## src/rtl/core/sxlp_pkg.sv

```systemverilog
// shared types and constants for the sysex loader parser
// no dependencies; imported by every module of the block
package sxlp_pkg;

	// result kinds
	localparam logic [1:0] KIND_FORWARD = 2'd0;
	localparam logic [1:0] KIND_WRITE   = 2'd1;
	localparam logic [1:0] KIND_BLOCK   = 2'd2;

	// escape sequence and command codes
	localparam logic [7:0] ESC_START = 8'hF0;
	localparam logic [7:0] ESC_ID    = 8'h7D;
	localparam logic [7:0] ESC_CHAR1 = 8'h47;
	localparam logic [7:0] ESC_CHAR2 = 8'h42;
	localparam logic [7:0] CMD_FILL  = 8'h00;
	localparam logic [7:0] CMD_BLOCK = 8'h01;

	// parser phase, one-hot
	typedef enum logic [7:0] {
		PH_IDLE   = 8'b0000_0001,
		PH_CMD    = 8'b0000_0010,
		PH_ADDR_A = 8'b0000_0100,
		PH_ADDR_B = 8'b0000_1000,
		PH_DATA_A = 8'b0001_0000,
		PH_DATA_B = 8'b0010_0000,
		PH_BLK_A  = 8'b0100_0000,
		PH_BLK_B  = 8'b1000_0000
	} phase_t;

	// one parser result, passed to the output register
	typedef struct packed {
		logic       emit;
		logic [1:0] kind;
		logic [7:0] data_byte;
		logic [7:0] buffer_address;
	} res_t;

endpackage

```

## src/rtl/core/sxlp_parse.sv

```systemverilog
// parser state and per-byte decode of the sysex loader parser
// depends on sxlp_pkg
module sxlp_parse (
	input  logic               clk,
	input  logic               arst_n,
	input  logic               take,
	input  logic [7:0]         byte_in,
	output sxlp_pkg::res_t     res
);
	import sxlp_pkg::*;

	phase_t     phase_q, phase_d;
	logic [7:0] recent_q [3];
	logic [7:0] wpos_q, wpos_d;
	logic [3:0] nib_q, nib_d;
	logic       shift_hist;
	logic [7:0] joined;

	// value from stored high nibble and whole second byte
	assign joined = {nib_q, 4'h0} | byte_in;

	// next state and result for the byte in the input register
	always_comb begin
		phase_d    = phase_q;
		wpos_d     = wpos_q;
		nib_d      = nib_q;
		shift_hist = 1'b0;
		res        = '0;
		case (phase_q)
			PH_IDLE: begin
				shift_hist         = 1'b1;
				res.emit           = 1'b1;
				res.kind           = KIND_FORWARD;
				res.data_byte      = byte_in;
				if (recent_q[0] == ESC_START && recent_q[1] == ESC_ID &&
				    recent_q[2] == ESC_CHAR1 && byte_in == ESC_CHAR2)
					phase_d = PH_CMD;
			end
			PH_CMD: begin
				if (byte_in == CMD_FILL)
					phase_d = PH_ADDR_A;
				else if (byte_in == CMD_BLOCK)
					phase_d = PH_BLK_A;
				else
					phase_d = PH_IDLE;
			end
			PH_ADDR_A: begin
				nib_d   = byte_in[3:0];
				phase_d = PH_ADDR_B;
			end
			PH_ADDR_B: begin
				wpos_d  = joined;
				phase_d = PH_DATA_A;
			end
			PH_DATA_A: begin
				if (byte_in[7]) begin
					phase_d = PH_IDLE;
				end else begin
					nib_d   = byte_in[3:0];
					phase_d = PH_DATA_B;
				end
			end
			PH_DATA_B: begin
				if (byte_in[7]) begin
					phase_d = PH_IDLE;
				end else begin
					res.emit           = 1'b1;
					res.kind           = KIND_WRITE;
					res.data_byte      = joined;
					res.buffer_address = wpos_q;
					wpos_d             = wpos_q + 8'd1;
					phase_d            = PH_DATA_A;
				end
			end
			PH_BLK_A: begin
				nib_d   = byte_in[3:0];
				phase_d = PH_BLK_B;
			end
			PH_BLK_B: begin
				res.emit      = 1'b1;
				res.kind      = KIND_BLOCK;
				res.data_byte = joined;
				phase_d       = PH_IDLE;
			end
			default: begin
				phase_d = PH_IDLE;
			end
		endcase
	end

	// state registers, updated when the byte is consumed
	always_ff @(posedge clk or negedge arst_n) begin
		if (!arst_n) begin
			phase_q     <= PH_IDLE;
			wpos_q      <= '0;
			nib_q       <= '0;
			recent_q[0] <= '0;
			recent_q[1] <= '0;
			recent_q[2] <= '0;
		end else if (take) begin
			phase_q <= phase_d;
			wpos_q  <= wpos_d;
			nib_q   <= nib_d;
			if (shift_hist) begin
				recent_q[0] <= recent_q[1];
				recent_q[1] <= recent_q[2];
				recent_q[2] <= byte_in;
			end
		end
	end

endmodule

```

## src/rtl/core/sxlp_out_reg.sv

```systemverilog
// output register holding one result transaction until taken
// depends on sxlp_pkg
module sxlp_out_reg (
	input  logic               clk,
	input  logic               arst_n,
	input  logic               load,
	input  sxlp_pkg::res_t     res,
	input  logic               out_ready,
	output logic               out_valid,
	output logic               can_load,
	output logic [1:0]         kind,
	output logic [7:0]         data_byte,
	output logic [7:0]         buffer_address
);
	import sxlp_pkg::*;

	logic       valid_q;
	logic [1:0] kind_q;
	logic [7:0] data_q;
	logic [7:0] addr_q;

	// free when empty or draining this cycle
	assign can_load = !valid_q || out_ready;

	// valid flag
	always_ff @(posedge clk or negedge arst_n) begin
		if (!arst_n)
			valid_q <= 1'b0;
		else if (can_load)
			valid_q <= load && res.emit;
	end

	// payload
	always_ff @(posedge clk) begin
		if (can_load && load && res.emit) begin
			kind_q <= res.kind;
			data_q <= res.data_byte;
			addr_q <= res.buffer_address;
		end
	end

	assign out_valid      = valid_q;
	assign kind           = kind_q;
	assign data_byte      = data_q;
	assign buffer_address = addr_q;

endmodule

```

## src/rtl/core/sysex_loader_parser.sv

```systemverilog
// MIDI byte parser with a sysex loader escape
// Channels: input transaction carries midi_byte (in_valid/in_ready); output
// transaction carries kind, data_byte, buffer_address (out_valid/out_ready).
// Every accepted byte is forwarded (kind 0) while idle. After F0 7D 'G' 'B'
// a command byte follows: command 0 takes a two-byte start address and then
// byte pairs, each giving a buffer write (kind 1) at an incrementing address;
// a data byte with bit 7 set ends the run. Command 1 takes a two-byte block
// number and gives one program request (kind 2). Consumed bytes give no output.
// Path: an accepted byte waits in the input register and is decoded from there
// into the output register, where its result is then valid.
// Throughput: one byte per cycle unless stalled, set by the input register and
// the one output register, which load on the edge the previous result leaves.
// Stall: while out_ready is low and a result waits, the byte in the input
// register holds if it produces a result, and in_ready drops; bytes that
// produce nothing still pass.
// Reset (arst_n low): idle phase, history, write address and nibble cleared,
// both registers empty.
// depends on sxlp_pkg, sxlp_parse, sxlp_out_reg
module sysex_loader_parser (
	input  logic       clk,
	input  logic       arst_n,
	input  logic       in_valid,
	output logic       in_ready,
	input  logic [7:0] midi_byte,
	output logic       out_valid,
	input  logic       out_ready,
	output logic [1:0] kind,
	output logic [7:0] data_byte,
	output logic [7:0] buffer_address
);
	import sxlp_pkg::*;

	logic       valid_s1;
	logic [7:0] byte_s1;
	logic       can_load;
	logic       advance;
	res_t       res;

	// byte in the input register leaves when its result has room
	assign advance  = valid_s1 && (!res.emit || can_load);
	assign in_ready = !valid_s1 || advance;

	// input register
	always_ff @(posedge clk or negedge arst_n) begin
		if (!arst_n)
			valid_s1 <= 1'b0;
		else if (in_ready)
			valid_s1 <= in_valid;
	end

	always_ff @(posedge clk) begin
		if (in_ready && in_valid)
			byte_s1 <= midi_byte;
	end

	// decode and parser state
	sxlp_parse u_parse (
		.clk     (clk),
		.arst_n  (arst_n),
		.take    (advance),
		.byte_in (byte_s1),
		.res     (res)
	);

	// result register
	sxlp_out_reg u_out (
		.clk            (clk),
		.arst_n         (arst_n),
		.load           (advance),
		.res            (res),
		.out_ready      (out_ready),
		.out_valid      (out_valid),
		.can_load       (can_load),
		.kind           (kind),
		.data_byte      (data_byte),
		.buffer_address (buffer_address)
	);

	// address field only set on buffer writes
	a_addr_zero: assert property (@(posedge clk) disable iff (!arst_n)
		out_valid && kind != KIND_WRITE |-> buffer_address == 8'd0)
		else $error("buffer_address nonzero outside a buffer write");

	// input stalls only with a byte held in the input register
	a_stall_holds: assert property (@(posedge clk) disable iff (!arst_n)
		!in_ready |-> valid_s1)
		else $error("in_ready low with empty input register");

	// a new result comes only from a byte held in the input register
	a_out_source: assert property (@(posedge clk) disable iff (!arst_n)
		$rose(out_valid) |-> $past(valid_s1))
		else $error("result appeared without a held byte");

endmodule

```

## config.mk

```make
export PLATFORM = sky130hd
export DESIGN_NAME = sysex_loader_parser
export DESIGN_NICKNAME = d
export VERILOG_FILES = /design/src/rtl/core/sxlp_pkg.sv /design/src/rtl/core/sxlp_parse.sv /design/src/rtl/core/sxlp_out_reg.sv /design/src/rtl/core/sysex_loader_parser.sv
export SDC_FILE = /design/constraint.sdc
export NUM_CORES = 1
export LEC_CHECK = 0
export BUFFER_PORTS_ARGS = -buffer_cell sky130_fd_sc_hd__buf_2
export CAP_MARGIN = 20
export CORE_ASPECT_RATIO = 0.7
export CORE_MARGIN = 2
export CORE_UTILIZATION = 53
export DETAILED_ROUTE_END_ITERATION = 8
export HOLD_SLACK_MARGIN = 0.05
export PLACE_DENSITY = 0.75
export REMOVE_ABC_BUFFERS = 1
export SYNTH_ARGS = -nofsm -noshare
export SYNTH_HDL_FRONTEND = slang
export SYNTH_SLANG_ARGS = --single-unit
```

## constraint.sdc

```tcl
create_clock -name clk -period 2.5 [get_ports clk]
set_input_delay 0.25 -clock clk [delete_from_list [all_inputs] [get_ports clk]]
set_output_delay 0.25 -clock clk [all_outputs]
set_load 0.01 [all_outputs]
```

### After elaboration in Yosys (flattened, before gate mapping)

Cells that the tools add are included.

| cells by class | value |
|---|---|
| add/sub/neg operators | 1 |
| equality and inequality tests | 16 |
| mux-type cells | 13 |
| bitwise logic cells | 2 |
| reduce and logical (&&, ||, !) cells | 23 |

Operators by type and width:

| operator | number |
|---|---|
| case mux 8 bit (7 select lines) | 1 |
| case mux 11 bit (3 select lines) | 1 |
| == test 8 x 7 -> 1 bit, second input constant | 4 |
| two-way mux 8 bit | 3 |
| two-way mux 19 bit | 1 |
| == test 8 x 1 -> 1 bit, second input constant | 2 |
| == test 8 bit, second input constant | 2 |
| case mux 8 bit (2 select lines) | 1 |
| adder 8 x 1 -> 8 bit, second input constant | 1 |
| == test 8 x 2 -> 1 bit, second input constant | 1 |
| == test 8 x 3 -> 1 bit, second input constant | 1 |
| == test 8 x 4 -> 1 bit, second input constant | 1 |
| == test 8 x 5 -> 1 bit, second input constant | 1 |
| == test 8 x 6 -> 1 bit, second input constant | 1 |
| logical AND 1 bit | 8 |
| logical NOT 8 bit | 1 |
| bitwise OR 8 bit | 1 |
| case mux 4 bit (2 select lines) | 1 |
| two-way mux 7 bit | 1 |
| two-way mux 6 bit | 1 |
| AND reduction 3 bit | 2 |
| two-way mux 5 bit | 1 |
| two-way mux 4 bit | 1 |
| inequality test 2 bit, second input constant | 2 |
| 8 further kinds | 15 |

| word-level totals | value |
|---|---|
| register bits after elaboration | 72 |
| input bits | 12 |
| output and inout port bits | 20 |
| word-level logic and storage cells | 67 |

### Longest topological paths before layout

| depth | value |
|---|---|
| depth after elaboration | 8 |
| mapped depth | 8 |
| mapped depth without buffers | 6 |

### By module

A second synthesis with hierarchy kept.

| unflattened totals | value |
|---|---|
| cell total of the unflattened synthesis | 255 |
| area total of the unflattened synthesis | 3,349.5 um2 |

By module, submodules not included:

| module | times used | cells an instance | area an instance (um2) | seq. area each (um2) |
|---|---|---|---|---|
| sxlp_parse | 1 | 218 | 2,437.3 | 1,102.3 |
| sxlp_out_reg | 1 | 23 | 600.6 | 565.5 |
| sysex_loader_parser | 1 | 14 | 311.5 | 265.3 |

### Least setup slack after synthesis

Ideal clock, no wire load.

| timing | value |
|---|---|
| kind | reg2reg |
| from | reg byte_s1[7] |
| to | reg u_out.addr_q[0] (netlist: u_out.buffer_address[0]) (enable) |
| setup time | 0.392 ns |
| arrival time | 2.395 ns |
| data required time | 2.108 ns |
| slack | -0.288 ns |
| cell stages (with the launch flop) | 7 |
| buffers on the path | 1 |
| clock period less this slack | 2.788 ns |
| cell sequence | edfxtp_1 -> buf_6 -> or4b_4 -> a211oi_4 -> nand2b_2 -> nand2_1 -> nor2_1 |

| on the way | value |
|---|---|
| word-level cells in the longest chain between the ends | 7 |

RTL lines:

| item | line | text |
|---|---|---|
| from (decl) | sysex_loader_parser.sv:34 | `logic [7:0] byte_s1;` |
| from (signal assigned) | sysex_loader_parser.sv:53 | `byte_s1 <= midi_byte;` |
| two-way mux 19 bit (*) | sxlp_parse.sv:64 | `if (byte_in[7]) begin` |
| case mux 11 bit (3 select lines) (*) | sxlp_parse.sv:29 | `case (phase_q)` |
| logical NOT 1 bit | sysex_loader_parser.sv:40 | `assign advance = valid_s1 && (!res.emit \|\| can_load);` |
| logical OR 1 bit | sysex_loader_parser.sv:40 |  |
| logical AND 1 bit | sysex_loader_parser.sv:40 |  |
| logical AND 1 bit | sxlp_out_reg.sv:35 | `if (can_load && load && res.emit) begin` |
| logical AND 1 bit (*) | sxlp_out_reg.sv:35 |  |
| to (signal assigned) | sxlp_out_reg.sv:38 | `addr_q <= res.buffer_address;` |
| to (decl) | sxlp_out_reg.sv:20 | `logic [7:0] addr_q;` |

Mark *: on every way between the ends. The rest lies on a longest branch, timed or not.
A chain may end at the register's enable or synchronous reset.

### Final worst setup path

| timing | value |
|---|---|
| from | reg u_parse.phase_q[1] |
| to | out in_ready |

| on the way | value |
|---|---|
| word-level cells in the longest chain between the ends | 6 |
| elaborated cells on any way between the ends | 8 |
| those cells by class | eq/ne (3); mux (1); reduce/logical (4) |

RTL lines:

| item | line | text |
|---|---|---|
| from (decl) | sxlp_parse.sv:12 | `phase_t phase_q, phase_d;` |
| from (signal assigned) | sxlp_parse.sv:101 | `phase_q <= phase_d;` |
| == test 8 bit (tied with other cells) | sxlp_parse.sv:29 |  |
| case mux 11 bit (3 select lines) (*) | sxlp_parse.sv:29 |  |
| logical NOT 1 bit (*) | sysex_loader_parser.sv:40 |  |
| logical OR 1 bit (*) | sysex_loader_parser.sv:40 |  |
| logical AND 1 bit (*) | sysex_loader_parser.sv:40 |  |
| logical OR 1 bit (*) | sysex_loader_parser.sv:41 | `assign in_ready = !valid_s1 \|\| advance;` |
| to (decl) | sysex_loader_parser.sv:23 | `output logic in_ready,` |

Marked as above.

==> impl_metrics.toml <==
[layout]
antenna_cells = 0
final-seq-area_um2 = 1940
finalNonFillerCells = 400
area_growth_pct = 16.6
final_area_um2 = 3910
nets = 330
n_fill_cell = 491
drive_gt1_share_pct = 35.1
multi_input_area_um2 = 1350

[setup_path]
crit_path_max_fanout = 5
end_kind = "output pin"
arrival_ns = 2.16
cp.required_ns = 2.25
worst-setup-path-type = "flop to output pin"
crit_path_start_kind = "flop"

[clock_tree]
clockBufferDepth = 2
tritoncts = "built"
clkLatencyLatePin_ns = 0.35
clockRootBuffer = "clkbuf_8"
cts_num_sinks = 72
cts_inserted_buffers = 9
clkTransAtPathRegs_ns = 0.08
htreeDepth = 3

[drt]
vias_per_cell = 5.87
wl_per_cell_um = 17.8
routed_wl_um = 7130
route.detailed.drc = 0
drtPass1Iterations = 4
detail-route-antenna-nets = 0
vias = 2347
drt_iter0_drc = 195

[floorplanning]
start_util_pct = 54.2
die_w_um = 99.1
dieArea_um2 = 6990
die_height_um = 70.6
rows = 24
coreArea_um2 = 6190
pin_count = 32

[timing]
fin_skew_ns = 0.00728
rsz0062_at_grt = "no"
fmax_mhz = 414
final_max_slew_viol_count = 0
fin_setup_tns_ns = 0
hold_viol = 0
setup_violations = 0
period_minus_slack_ns = 2.41
tightest_slew_ns = 0.860
period_share_pct = 96.6
slew_headroom_pct = 42.1
setup_ws_ns = 0.0860

[synth]
ys_seq_area_share_pct = 57.6
synth_cell_type_count = 59
async_flop_share_pct = 63.9
syn_inst = 268
synth.cell_area_um2 = 3350
synth_most_common_cell = "dfrtp_1"
ys_seq_elements = 72
synth.area.top_cells = "dfrtp_1 (34%), edfxtp_1 (23%), mux2_2 (9.1%)"
avgSynthCellArea_um2 = 12.5
synth_edf_count = 26
synth_ff_type = "dfrtp_1"
synth_common_cells = "dfrtp_1 (45), mux2_2 (27), edfxtp_1 (26), nor2_1 (24), and2_1 (13)"
synth_warnings = 0
synth_area_leader_cell = "dfrtp_1"
yosysTopAreaCellShare_pct = 33.6

[global_route]
grt_pass1_wl_um = 11800
antenna_found_initial = 0
grt_usage_pct = 22.1
grt_max_degree = 27
gr-total-overflow = 0
grt_pass1_vias = 2259

[placed_design]
placed_cell_area_um2 = 3660
place_ws_ns = 0.154
place_congestion = 0.810
dpl.cell_count = 378
dp_hpwl_um = 5060
portBuffers = 31

[status]
outcome = "finished clean"

[flow_run]
cap_violations = 0

[pwr]
p_leak_nw = 1.68
vdd_drop_max_mv = 0.592
powerDensity_nw_per_um2 = 904
power_mw = 3.53

[worst_hold_path]
hp-class = "primary input to flop"
[cells in the final DEF, fill, tap and decap left out, types with 2 or more instances in the layout]
cell	instances
nor3_1	12
and4b_1	4
nor4_1	3
and4_1	2
buf_4	19
mux2_2	27
dfrtp_2	3
o21ai_0	8
mux2i_1	2
o22a_1	3
nand2b_1	2
nor2_1	24
a31oi_1	2
nand2_1	11
clkinv_2	3
and3_1	2
clkbuf_8	9
nor2b_1	2
edfxtp_1	26
buf_2	31
and3b_1	2
dfrtp_1	42
nand3_1	6
mux2_4	6
nand4_1	4
and2_1	13
nor4bb_1	2
a21oi_1	11
nor4b_1	5
inv_6	2
[flip-flops by register name, summed over array words and instances (netlist names)]
name	cells
byte_s1	8
u_out.kind	2
valid_s1	1
u_parse.nib_q	4
u_parse.wpos_q	8
u_parse.phase_q	8
u_parse.recent_q	24
u_out.buffer_address	8
u_out.data_byte	8
u_out.out_valid	1
[layer usage]
metal	routed length [um]	part of all wire, %	track usage (%)	vias to the layer above
met3	488	6.8	6.52	9
met4	75	1.1	5.63	0
met5	0	0	0	-
met1	3530	49	34.4	1159
met2	3040	43	30.6	75
li1	-	-	-	1104
[path summary, 6_finish.rpt]
path,startpoint,to,slack (ns),cells past startpoint
setup / recovery,u_parse.phase_q[1],in_ready,0.09,5
hold / removal,midi_byte[4],byte_s1[4],0.07,1
setup reg to reg,u_parse.phase_q[1],u_out.kind[1],0.10,7
hold reg to reg,u_parse.recent_q[23],u_parse.recent_q[23],0.50,1
max in group asynchronous,arst_n,u_parse.phase_q[1],1.42,3
min in group asynchronous,arst_n,u_parse.recent_q[6],0.46,2
[report_power, final]
group          switching, mW  internal (mW)
combinational          0.420          0.465
clock                  0.442          0.463
sequential             0.189           1.56
total                   1.05           2.48
[final cells by class]
type / instances / share of cell area [%]
flip-flops and latches: 72 / 49.5
multi-input cells: 181 / 34.6
repair buffers: 52 / 8.38
clock buffers: 9 / 3.17
well taps: 78 / 2.50
clock inverters: 7 / 1.76
inverters: 1 / 0.0960
[metrics by stage]
step,utilization [%],hold slack (ns)
after CTS,62.5,0.0505
after global placement,59.2,0.300
after global routing,63.2,0.0651
after floorplan,-,-0.0456
after detailed placement,59.2,0.301
final,63.2,0.0700
[repair_timing]
action,in CTS,in global routing
setup buffers,0,5
hold buffers,1,0
setup endpoints to repair,0,1
resized for setup,0,4
endpoints found under the hold margin,23,0
[logic make-up after synthesis]
family,share of synthesized area [%]
AND/OR/NAND/NOR,18.6
flip-flops,57.6
AO/OA/AOI/OAI,8.32
multiplexers,12.4
buffers and inverters,2.20
XOR/XNOR,0.522
adder cells (fa/ha/maj),0.373
[critical path: stages (launching register included)]
cell and delay [ns]:
dfrtp_2 0.43, or4_4 0.59, a211oi_4 0.29, nand2b_4 0.19, nand3_1 0.13, buf_2 0.19
(Power assumes the default switching activity.)
